--- src/sv/float32_remainder_quotient_macros.svh ---
// Assertion macros shared by the float32 remainder and quotient block.
`ifndef FLOAT32_REMAINDER_QUOTIENT_MACROS_SVH
`define FLOAT32_REMAINDER_QUOTIENT_MACROS_SVH

// Same-cycle implication, checked on aclk outside reset.
`define FRQ_ASSERT_IMPL(lbl, a, b) \
    lbl: assert property (@(posedge aclk) disable iff (!aresetn) (a) |-> (b)) \
        else $error("frq same-cycle check failed");

// Next-cycle implication, checked on aclk outside reset.
`define FRQ_ASSERT_NEXT(lbl, a, b) \
    lbl: assert property (@(posedge aclk) disable iff (!aresetn) (a) |=> (b)) \
        else $error("frq next-cycle check failed");

`endif

--- src/sv/frq_pkg.sv ---
// Shared types and constants of the float32 remainder and quotient block.
`default_nettype none
package frq_pkg;
    typedef logic signed [11:0] exp_t;

    localparam logic [31:0] CANON_NAN     = 32'h7fc0_0000;
    localparam logic [31:0] INF_PATTERN   = 32'h7f80_0000;
    localparam logic [31:0] HIDDEN_BIT    = 32'h0080_0000;
    localparam exp_t        ZERO_EXP_MARK = -12'sd512;

    typedef enum logic [3:0] {
        OP_NONE,
        OP_LOAD,
        OP_NORM_X,
        OP_NORM_Y,
        OP_DIV_STEP,
        OP_LAST_SUB,
        OP_RENORM,
        OP_PACK,
        OP_ADJ_SETUP,
        OP_ADJ_STEP,
        OP_OUT_NAN,
        OP_OUT_X,
        OP_OUT_CALC
    } dp_op_t;

    typedef struct packed {
        dp_op_t op;
    } dp_cmd_t;

    typedef struct packed {
        logic invalid;
        logic x_zero;
        logic mx_top;
        logic my_top;
        logic x_far;
        logic x_below;
        logic div_more;
        logic mx_zero;
        logic need_adj;
        logic adj_more;
    } dp_status_t;
endpackage
`default_nettype wire

--- src/sv/float32_remainder_quotient.sv ---
// Top level of the float32 IEEE remainder and quotient block.
// One beat at a time: a beat is loaded and checked, a subnormal operand is normalized by
// shifting, the shift-subtract loop takes one step per unit of exponent difference (up to 276),
// the remainder is renormalized by shifting and packed and, when needed, the final half-way
// correction shifts it. The shift-subtract loop takes the most time.
// A finished result sits in the output register, so the next beat can be taken while it waits.
`default_nettype none
module float32_remainder_quotient
    import frq_pkg::*;
(
    input  wire logic        aclk,
    input  wire logic        aresetn,
    input  wire logic        s_tvalid,
    output logic             s_tready,
    input  wire logic [63:0] s_tdata,  // dividend_bits [31:0], divisor_bits [63:32]
    output logic             m_tvalid,
    input  wire logic        m_tready,
    output logic      [63:0] m_tdata   // remainder_bits [31:0], quotient_low [63:32]
);
    dp_cmd_t     cmd;
    dp_status_t  status;
    logic [31:0] remainder_bits, quotient_low;

    frq_ctrl u_ctrl (
        .aclk     (aclk),
        .aresetn  (aresetn),
        .s_tvalid (s_tvalid),
        .s_tready (s_tready),
        .m_tvalid (m_tvalid),
        .m_tready (m_tready),
        .status   (status),
        .cmd      (cmd)
    );

    frq_datapath u_datapath (
        .aclk           (aclk),
        .dividend_bits  (s_tdata[31:0]),
        .divisor_bits   (s_tdata[63:32]),
        .cmd            (cmd),
        .status         (status),
        .remainder_bits (remainder_bits),
        .quotient_low   (quotient_low)
    );

    assign m_tdata = {quotient_low, remainder_bits};
endmodule
`default_nettype wire

--- src/sv/frq_datapath.sv ---
// Datapath of the float32 remainder and quotient block: significands, exponents and result.
`default_nettype none
module frq_datapath
    import frq_pkg::*;
(
    input  wire logic        aclk,
    input  wire logic [31:0] dividend_bits,
    input  wire logic [31:0] divisor_bits,
    input  wire dp_cmd_t     cmd,
    output dp_status_t       status,
    output logic      [31:0] remainder_bits,
    output logic      [31:0] quotient_low
);
    logic [31:0] xb_reg, yb_reg, rb_reg, rem_reg, quo_reg;
    logic [24:0] mx_reg;
    logic [23:0] my_reg, d_reg;
    exp_t        ex_reg, ey_reg;
    logic [30:0] q_reg;
    logic [7:0]  es_reg;
    logic        adj_reg;

    logic [31:0] yabs, twox, pack_rb, adj_rb, final_rb;
    logic [23:0] shifted, ss, sb, d_new;
    logic [24:0] mx_diff;
    logic        sub_ok;
    exp_t        ex_p1, sh;
    logic [7:0]  eb_raw, es_raw, eb_f, es_f, rbe, esm1;
    logic signed [9:0] dd;
    logic [2:0]  dsh;
    logic [30:0] big, diff, sum31, qf;
    logic [7:0]  load_ex, load_ey;

    always_comb begin
        yabs    = {1'b0, yb_reg[30:0]};
        ex_p1   = ex_reg + 12'sd1;
        sub_ok  = mx_reg >= {1'b0, my_reg};
        mx_diff = mx_reg - {1'b0, my_reg};
        sh      = 12'sd1 - ex_reg;
        shifted = (sh >= 12'sd24) ? 24'd0 : (mx_reg[23:0] >> sh[4:0]);
        pack_rb = (ex_reg > 12'sd0) ? {1'b0, ex_reg[7:0], mx_reg[22:0]} : {8'd0, shifted};

        rbe = rb_reg[30:23];
        if (rbe == 8'd0) begin
            twox = {rb_reg[30:0], 1'b0};
        end else if (rbe >= 8'd254) begin
            twox = INF_PATTERN;
        end else begin
            twox = rb_reg + HIDDEN_BIT;
        end

        eb_raw = yb_reg[30:23];
        es_raw = rb_reg[30:23];
        sb     = {eb_raw != 8'd0, yb_reg[22:0]};
        ss     = {es_raw != 8'd0, rb_reg[22:0]};
        eb_f   = (eb_raw == 8'd0) ? 8'd1 : eb_raw;
        es_f   = (es_raw == 8'd0) ? 8'd1 : es_raw;
        dd     = $signed({2'b00, eb_f}) - $signed({2'b00, es_f});
        if (dd < 10'sd0) begin
            dsh = 3'd0;
        end else if (dd > 10'sd7) begin
            dsh = 3'd7;
        end else begin
            dsh = dd[2:0];
        end
        big   = {7'd0, sb} << dsh;
        diff  = big - {7'd0, ss};
        d_new = diff[23:0];

        esm1     = es_reg - 8'd1;
        sum31    = {esm1, 23'd0} + {7'd0, d_reg};
        adj_rb   = {1'b1, (d_reg == 24'd0) ? 31'd0 : sum31};
        final_rb = adj_reg ? adj_rb : rb_reg;
        qf       = adj_reg ? (q_reg + 31'd1) : q_reg;

        load_ex = dividend_bits[30:23];
        load_ey = divisor_bits[30:23];

        status.invalid  = (yb_reg[30:0] == 31'd0) || (yabs > INF_PATTERN)
                          || (xb_reg[30:23] == 8'hff);
        status.x_zero   = xb_reg[30:0] == 31'd0;
        status.mx_top   = mx_reg[23];
        status.my_top   = my_reg[23];
        status.x_below  = ex_reg < ey_reg;
        status.x_far    = (ex_reg < ey_reg) && (ex_p1 != ey_reg);
        status.div_more = ex_reg > ey_reg;
        status.mx_zero  = mx_reg == 25'd0;
        status.need_adj = (ex_reg == ey_reg) || ((ex_p1 == ey_reg)
                          && ((twox > yabs) || ((twox == yabs) && q_reg[0])));
        status.adj_more = (d_reg != 24'd0) && !d_reg[23] && (es_reg > 8'd1);
    end

    always_ff @(posedge aclk) begin
        case (cmd.op)
            OP_LOAD: begin
                xb_reg  <= dividend_bits;
                yb_reg  <= divisor_bits;
                ex_reg  <= $signed({4'd0, load_ex});
                ey_reg  <= $signed({4'd0, load_ey});
                mx_reg  <= (load_ex == 8'd0) ? {1'b0, dividend_bits[22:0], 1'b0}
                                             : {2'b01, dividend_bits[22:0]};
                my_reg  <= (load_ey == 8'd0) ? {divisor_bits[22:0], 1'b0}
                                             : {1'b1, divisor_bits[22:0]};
                q_reg   <= 31'd0;
                adj_reg <= 1'b0;
            end
            OP_NORM_X, OP_RENORM: begin
                mx_reg <= {mx_reg[23:0], 1'b0};
                ex_reg <= ex_reg - 12'sd1;
            end
            OP_NORM_Y: begin
                my_reg <= {my_reg[22:0], 1'b0};
                ey_reg <= ey_reg - 12'sd1;
            end
            OP_DIV_STEP: begin
                mx_reg <= sub_ok ? {mx_diff[23:0], 1'b0} : {mx_reg[23:0], 1'b0};
                q_reg  <= {q_reg[29:0] + {29'd0, sub_ok}, 1'b0};
                ex_reg <= ex_reg - 12'sd1;
            end
            OP_LAST_SUB: begin
                mx_reg <= sub_ok ? mx_diff : mx_reg;
                q_reg  <= q_reg + {30'd0, sub_ok};
                if ((sub_ok ? mx_diff : mx_reg) == 25'd0) begin
                    ex_reg <= ZERO_EXP_MARK;
                end
            end
            OP_PACK: begin
                rb_reg <= pack_rb;
            end
            OP_ADJ_SETUP: begin
                d_reg   <= d_new;
                es_reg  <= es_f;
                adj_reg <= 1'b1;
            end
            OP_ADJ_STEP: begin
                d_reg  <= {d_reg[22:0], 1'b0};
                es_reg <= es_reg - 8'd1;
            end
            OP_OUT_NAN: begin
                rem_reg <= CANON_NAN;
                quo_reg <= 32'd0;
            end
            OP_OUT_X: begin
                rem_reg <= xb_reg;
                quo_reg <= 32'd0;
            end
            OP_OUT_CALC: begin
                rem_reg <= final_rb ^ {xb_reg[31], 31'd0};
                quo_reg <= (xb_reg[31] ^ yb_reg[31]) ? (32'd0 - {1'b0, qf}) : {1'b0, qf};
            end
            default: begin
            end
        endcase
    end

    assign remainder_bits = rem_reg;
    assign quotient_low   = quo_reg;
endmodule
`default_nettype wire

--- src/sv/frq_ctrl.sv ---
// Sequencer of the float32 remainder and quotient block and its output handshake.
`default_nettype none
`include "float32_remainder_quotient_macros.svh"
module frq_ctrl
    import frq_pkg::*;
(
    input  wire logic       aclk,
    input  wire logic       aresetn,
    input  wire logic       s_tvalid,
    output logic            s_tready,
    output logic            m_tvalid,
    input  wire logic       m_tready,
    input  wire dp_status_t status,
    output dp_cmd_t         cmd
);
    typedef enum logic [3:0] {
        IDLE, CHECK, NORM_X, NORM_Y, CLASSIFY, DIVIDE, RENORM, PACK, DECIDE, ADJ_NORM, FINISH
    } state_t;

    state_t state_reg, state_next;
    dp_op_t kind_reg, kind_next;
    logic   m_tvalid_reg, m_tvalid_next;
    logic   out_cmd;

    always_comb begin
        state_next    = state_reg;
        kind_next     = kind_reg;
        m_tvalid_next = m_tvalid_reg && !m_tready;
        cmd.op        = OP_NONE;
        case (state_reg)
            IDLE: begin
                if (s_tvalid) begin
                    cmd.op     = OP_LOAD;
                    state_next = CHECK;
                end
            end
            CHECK: begin
                if (status.invalid) begin
                    kind_next  = OP_OUT_NAN;
                    state_next = FINISH;
                end else if (status.x_zero) begin
                    kind_next  = OP_OUT_X;
                    state_next = FINISH;
                end else begin
                    state_next = NORM_X;
                end
            end
            NORM_X: begin
                if (!status.mx_top) begin
                    cmd.op = OP_NORM_X;
                end else begin
                    state_next = NORM_Y;
                end
            end
            NORM_Y: begin
                if (!status.my_top) begin
                    cmd.op = OP_NORM_Y;
                end else begin
                    state_next = CLASSIFY;
                end
            end
            CLASSIFY: begin
                if (status.x_far) begin
                    kind_next  = OP_OUT_X;
                    state_next = FINISH;
                end else if (status.x_below) begin
                    state_next = PACK;
                end else begin
                    state_next = DIVIDE;
                end
            end
            DIVIDE: begin
                if (status.div_more) begin
                    cmd.op = OP_DIV_STEP;
                end else begin
                    cmd.op     = OP_LAST_SUB;
                    state_next = RENORM;
                end
            end
            RENORM: begin
                if (status.mx_zero || status.mx_top) begin
                    state_next = PACK;
                end else begin
                    cmd.op = OP_RENORM;
                end
            end
            PACK: begin
                cmd.op     = OP_PACK;
                state_next = DECIDE;
            end
            DECIDE: begin
                if (status.need_adj) begin
                    cmd.op     = OP_ADJ_SETUP;
                    state_next = ADJ_NORM;
                end else begin
                    kind_next  = OP_OUT_CALC;
                    state_next = FINISH;
                end
            end
            ADJ_NORM: begin
                if (status.adj_more) begin
                    cmd.op = OP_ADJ_STEP;
                end else begin
                    kind_next  = OP_OUT_CALC;
                    state_next = FINISH;
                end
            end
            FINISH: begin
                if (!m_tvalid_reg || m_tready) begin
                    cmd.op        = kind_reg;
                    m_tvalid_next = 1'b1;
                    state_next    = IDLE;
                end
            end
            default: begin
                state_next = IDLE;
            end
        endcase
    end

    always_ff @(posedge aclk) begin
        if (!aresetn) begin
            state_reg    <= IDLE;
            kind_reg     <= OP_NONE;
            m_tvalid_reg <= 1'b0;
        end else begin
            state_reg    <= state_next;
            kind_reg     <= kind_next;
            m_tvalid_reg <= m_tvalid_next;
        end
    end

    assign s_tready = state_reg == IDLE;
    assign m_tvalid = m_tvalid_reg;
    assign out_cmd  = (cmd.op == OP_OUT_NAN) || (cmd.op == OP_OUT_X)
                      || (cmd.op == OP_OUT_CALC);

    `FRQ_ASSERT_IMPL(a_no_overwrite, m_tvalid_reg && !m_tready, !out_cmd)
    `FRQ_ASSERT_NEXT(a_out_valid, out_cmd, m_tvalid_reg)
    `FRQ_ASSERT_IMPL(a_norm_nonzero, state_reg == NORM_X, !status.x_zero && !status.invalid)
    `FRQ_ASSERT_NEXT(a_accept_busy, s_tvalid && s_tready, !s_tready)
endmodule
`default_nettype wire

--- config.mk ---
export PLATFORM = sky130hd
export DESIGN_NAME = float32_remainder_quotient
export DESIGN_NICKNAME = d
export VERILOG_FILES = /design/src/sv/frq_pkg.sv /design/src/sv/float32_remainder_quotient.sv /design/src/sv/frq_datapath.sv /design/src/sv/frq_ctrl.sv
export VERILOG_INCLUDE_DIRS = /design/src /design/src/sv
export SDC_FILE = /design/constraint.sdc
export NUM_CORES = 1
export LEC_CHECK = 0
export CORE_MARGIN = 4
export CORE_UTILIZATION = 35
export CTS_CLUSTER_DIAMETER = 120
export DETAILED_ROUTE_END_ITERATION = 8
export DONT_BUFFER_PORTS = 1
export SLEW_MARGIN = 25
export SYNTH_ARGS = -nofsm -noshare
export SYNTH_HDL_FRONTEND = slang
export SYNTH_SLANG_ARGS = --single-unit
--- constraint.sdc ---
create_clock -name aclk -period 25.1 [get_ports aclk]
set_input_delay 5.02 -clock aclk [delete_from_list [all_inputs] [get_ports aclk]]
set_output_delay 5.02 -clock aclk [all_outputs]
set_load 0.1 [all_outputs]
==> metrics.txt <==
max-slew violations 0; Setup crit end kind flip-flop; slew at the pin with the worst max-slew slack 1.04 ns; initial antenna violation count 1; Final period util 32.1%; die width 266 µm; fmax roughly 120 MHz; top_reg_cell synth edfxtp_1; crit path DAT between 8 and 9 ns; most frequent cells in the layout edfxtp_1, nand2_1, nor2_1; Compound-Gate Fraction of Synth Area between 10% and 20%; vias after detailed routing 19.7k; port bufs 0; number of synthesized flops with an enable pin between 200 and 300; critical path type reg -> reg; Post-synth ARST share 0%; Die Height 266 µm; crit path time final 8.07 ns; syn_nets 2704; Resized cells post-CTS 0; core footprint 66000 µm²; R2R depth 28; top cells by area, synth edfxtp_1, ha_1, mux2i_1, nand2_1, xnor2_1; global-route wire length before repair ~120000 µm; synthesized cell area around 23000 µm²; Clock Pin Slew Worst Setup and Hold Paths 0.06 ns; share of layout cells above drive strength 1 under 10%; pwr dens between 100 and 150 nW/µm²; Avg Cell Area, Syn 9.27 µm²; Critical Path Fanout Max 34; CP max stage delay 0.72 ns; post-synthesis cell type count 105; Filler Cell Count 6492; clk_lat worst skew 0.55 ns; clk root buf clkbuf_16; Cells after Synth 2517; Buf/Inv on CP 3; CTS Buf Count 36; number of max-cap violations 0; hold path depth 1; total grt overflow 0; Die ar. 70900 µm²; GRT Total Usage 21.9%; sequential fraction of the synthesis area 38.9%; Hold Path Class reg -> reg; Post-Route Setup TNS 0 ns; io pins 134; initial core utilization between 30% and 40%; Register Area around 9100 µm²; DR pass1 iterations 5; Yosys top cell by area edfxtp_1; final hold viol count 0; Seq cells post-synth 305; Post-Synth Adder-Cell Area 6.48%; CTS HTree Levels 2; commonest non-fill, non-tap cell in the layout edfxtp_1; FP Rows 94; status finished, final reports clean; final hold slack 0.552 ns; multi-input logic area 13200 µm²; WP depth 28; post-CTS setup buffer count 0; vias per cell roughly 5.9; drt initial violations about 2.2k; pin count of the biggest net entering global routing 66; CTS Sinks between 300 and 400; Ant. Diodes 0; WL final 80000 µm; RSZ-0062 raised after global routing false; CTS tree built; mux contribution to synthesized area 7.17%; final setup vio count 0; CP max stage cell o41ai_1; leakage power 0.00969 µW; fin nets approximately 2.6k; largest family of logic cells by synthesized area simple AND/OR/NAND/NOR gates; CTS Hold Bufs 0; vias in the first global route 18.8k; Yosys Warn Count 0; DR WL/cell 23.9 µm; Critical Path RT between 20 and 30 ns; Slew Limit Headroom 30.9%; top cell family by delay on the critical path simple AND/OR/NAND/NOR gates; peak supply drop approximately 0.11 mV; Yosys top cell area share 38.1%; Worst setup SP type flip-flop; Synth Area in XOR/XNOR 6.98%; cell repeated most along the worst path nand2_1; DRC Markers 0; HPWL after detailed placement 62100 µm; maximum clock path buffer count 3; Post-Synth Simple-Gate Area 18.2%; Routability Congestion 0.932; Final ANT Viol Nets 0; clock skew 0.0226 ns; P&R area growth vs syn 8.85%
[routing by layer]
metal | track usage, % | share of wire, % | up-vias
li1 | - | - | 9203
met1 | 30.2 | 43 | 9552
met2 | 34.3 | 45 | 791
met3 | 4.50 | 8.6 | 156
met4 | 7.61 | 3.9 | 0
met5 | 0 | 0 | -
[synth_stat cells, types with 6 or more instances]
cell type  count
a211o_1       10
nand4_1       46
and4_1        10
nor2b_1       30
o31ai_1        8
o21bai_1       6
clkbuf_1      77
and2_1        28
nor2_1       197
a31oi_1       28
nand2_1      264
a22oi_1        6
a2bb2oi_1      7
a22o_1        16
inv_1        146
xor2_1        75
o22ai_1       48
nand3_1       55
o21a_1        18
dfxtp_1        9
xnor2_1      111
o211ai_1      17
and3_1        26
nand2b_1      22
or3_1         14
buf_2         39
a21boi_0       8
a21o_1        28
a221o_1       12
edfxtp_1     296
mux2i_1      121
a21oi_1      137
or2_2          7
a211oi_1      24
o2bb2ai_1      9
or4_1         10
mux4_2        11
nor3_1        57
o21ai_0      159
buf_1         12
nor4_1        53
ha_1         116
mux2_2        19
[report_power, final]
group	switching, µW	internal (µW)	leakage, µW
Clock	222	302	0.000535
Sequential	255	773	0.00300
Combinational	1190	743	0.00615
[path summary, 6_finish.rpt]
| check | start | slack (ns) | end |
|---|---|---|---|
| max | u_datapath.rb_reg[24] | 17.03 | u_datapath.d_reg[23] |
| min reg2reg | u_ctrl.kind_reg[3] | 0.55 | u_ctrl.kind_reg[3] |
| min | u_ctrl.kind_reg[3] | 0.55 | u_ctrl.kind_reg[3] |
| max reg2reg | u_datapath.rb_reg[24] | 17.03 | u_datapath.d_reg[23] |
[per-stage QoR]
stage | cell area (µm²) | power [µW] | utilization [%] | std cells | worst slack [ns]
2_1_floorplan | 23300 | 2370 | - | 2517 | 12.78
3_3_place_gp | 24200 | 2890 | 36.6 | 3275 | 16.34
3_5_place_dp | 24200 | 2920 | 36.7 | 3276 | 16.21
4_1_cts | 25300 | 3450 | 38.4 | 3339 | 16.79
5_1_grt | 25400 | 3700 | 38.5 | 3341 | 16.30
6_report | 25400 | 3480 | 38.5 | 3341 | 17.03
[final cells by class]
type	instances	area share, %
timing repair buffer	32	1.21
clock buffer	43	3.73
multi-input combinational	1929	52.2
tap	864	4.26
sequential	305	35.7
inverter	148	2.19
clock inverter	20	0.754
[cell families (layout without fill, tap and decap cells)]
logic type	count (synthesis)	in the layout
flip-flops	305	305
buffers and inverters	283	243
AO/OA/AOI/OAI	618	618
multiplexers	151	151
XOR/XNOR	186	186
adder cells (fa/ha/maj)	119	119
AND/OR/NAND/NOR	855	855
No activity file was read; power rests on OpenSTA's default activity.
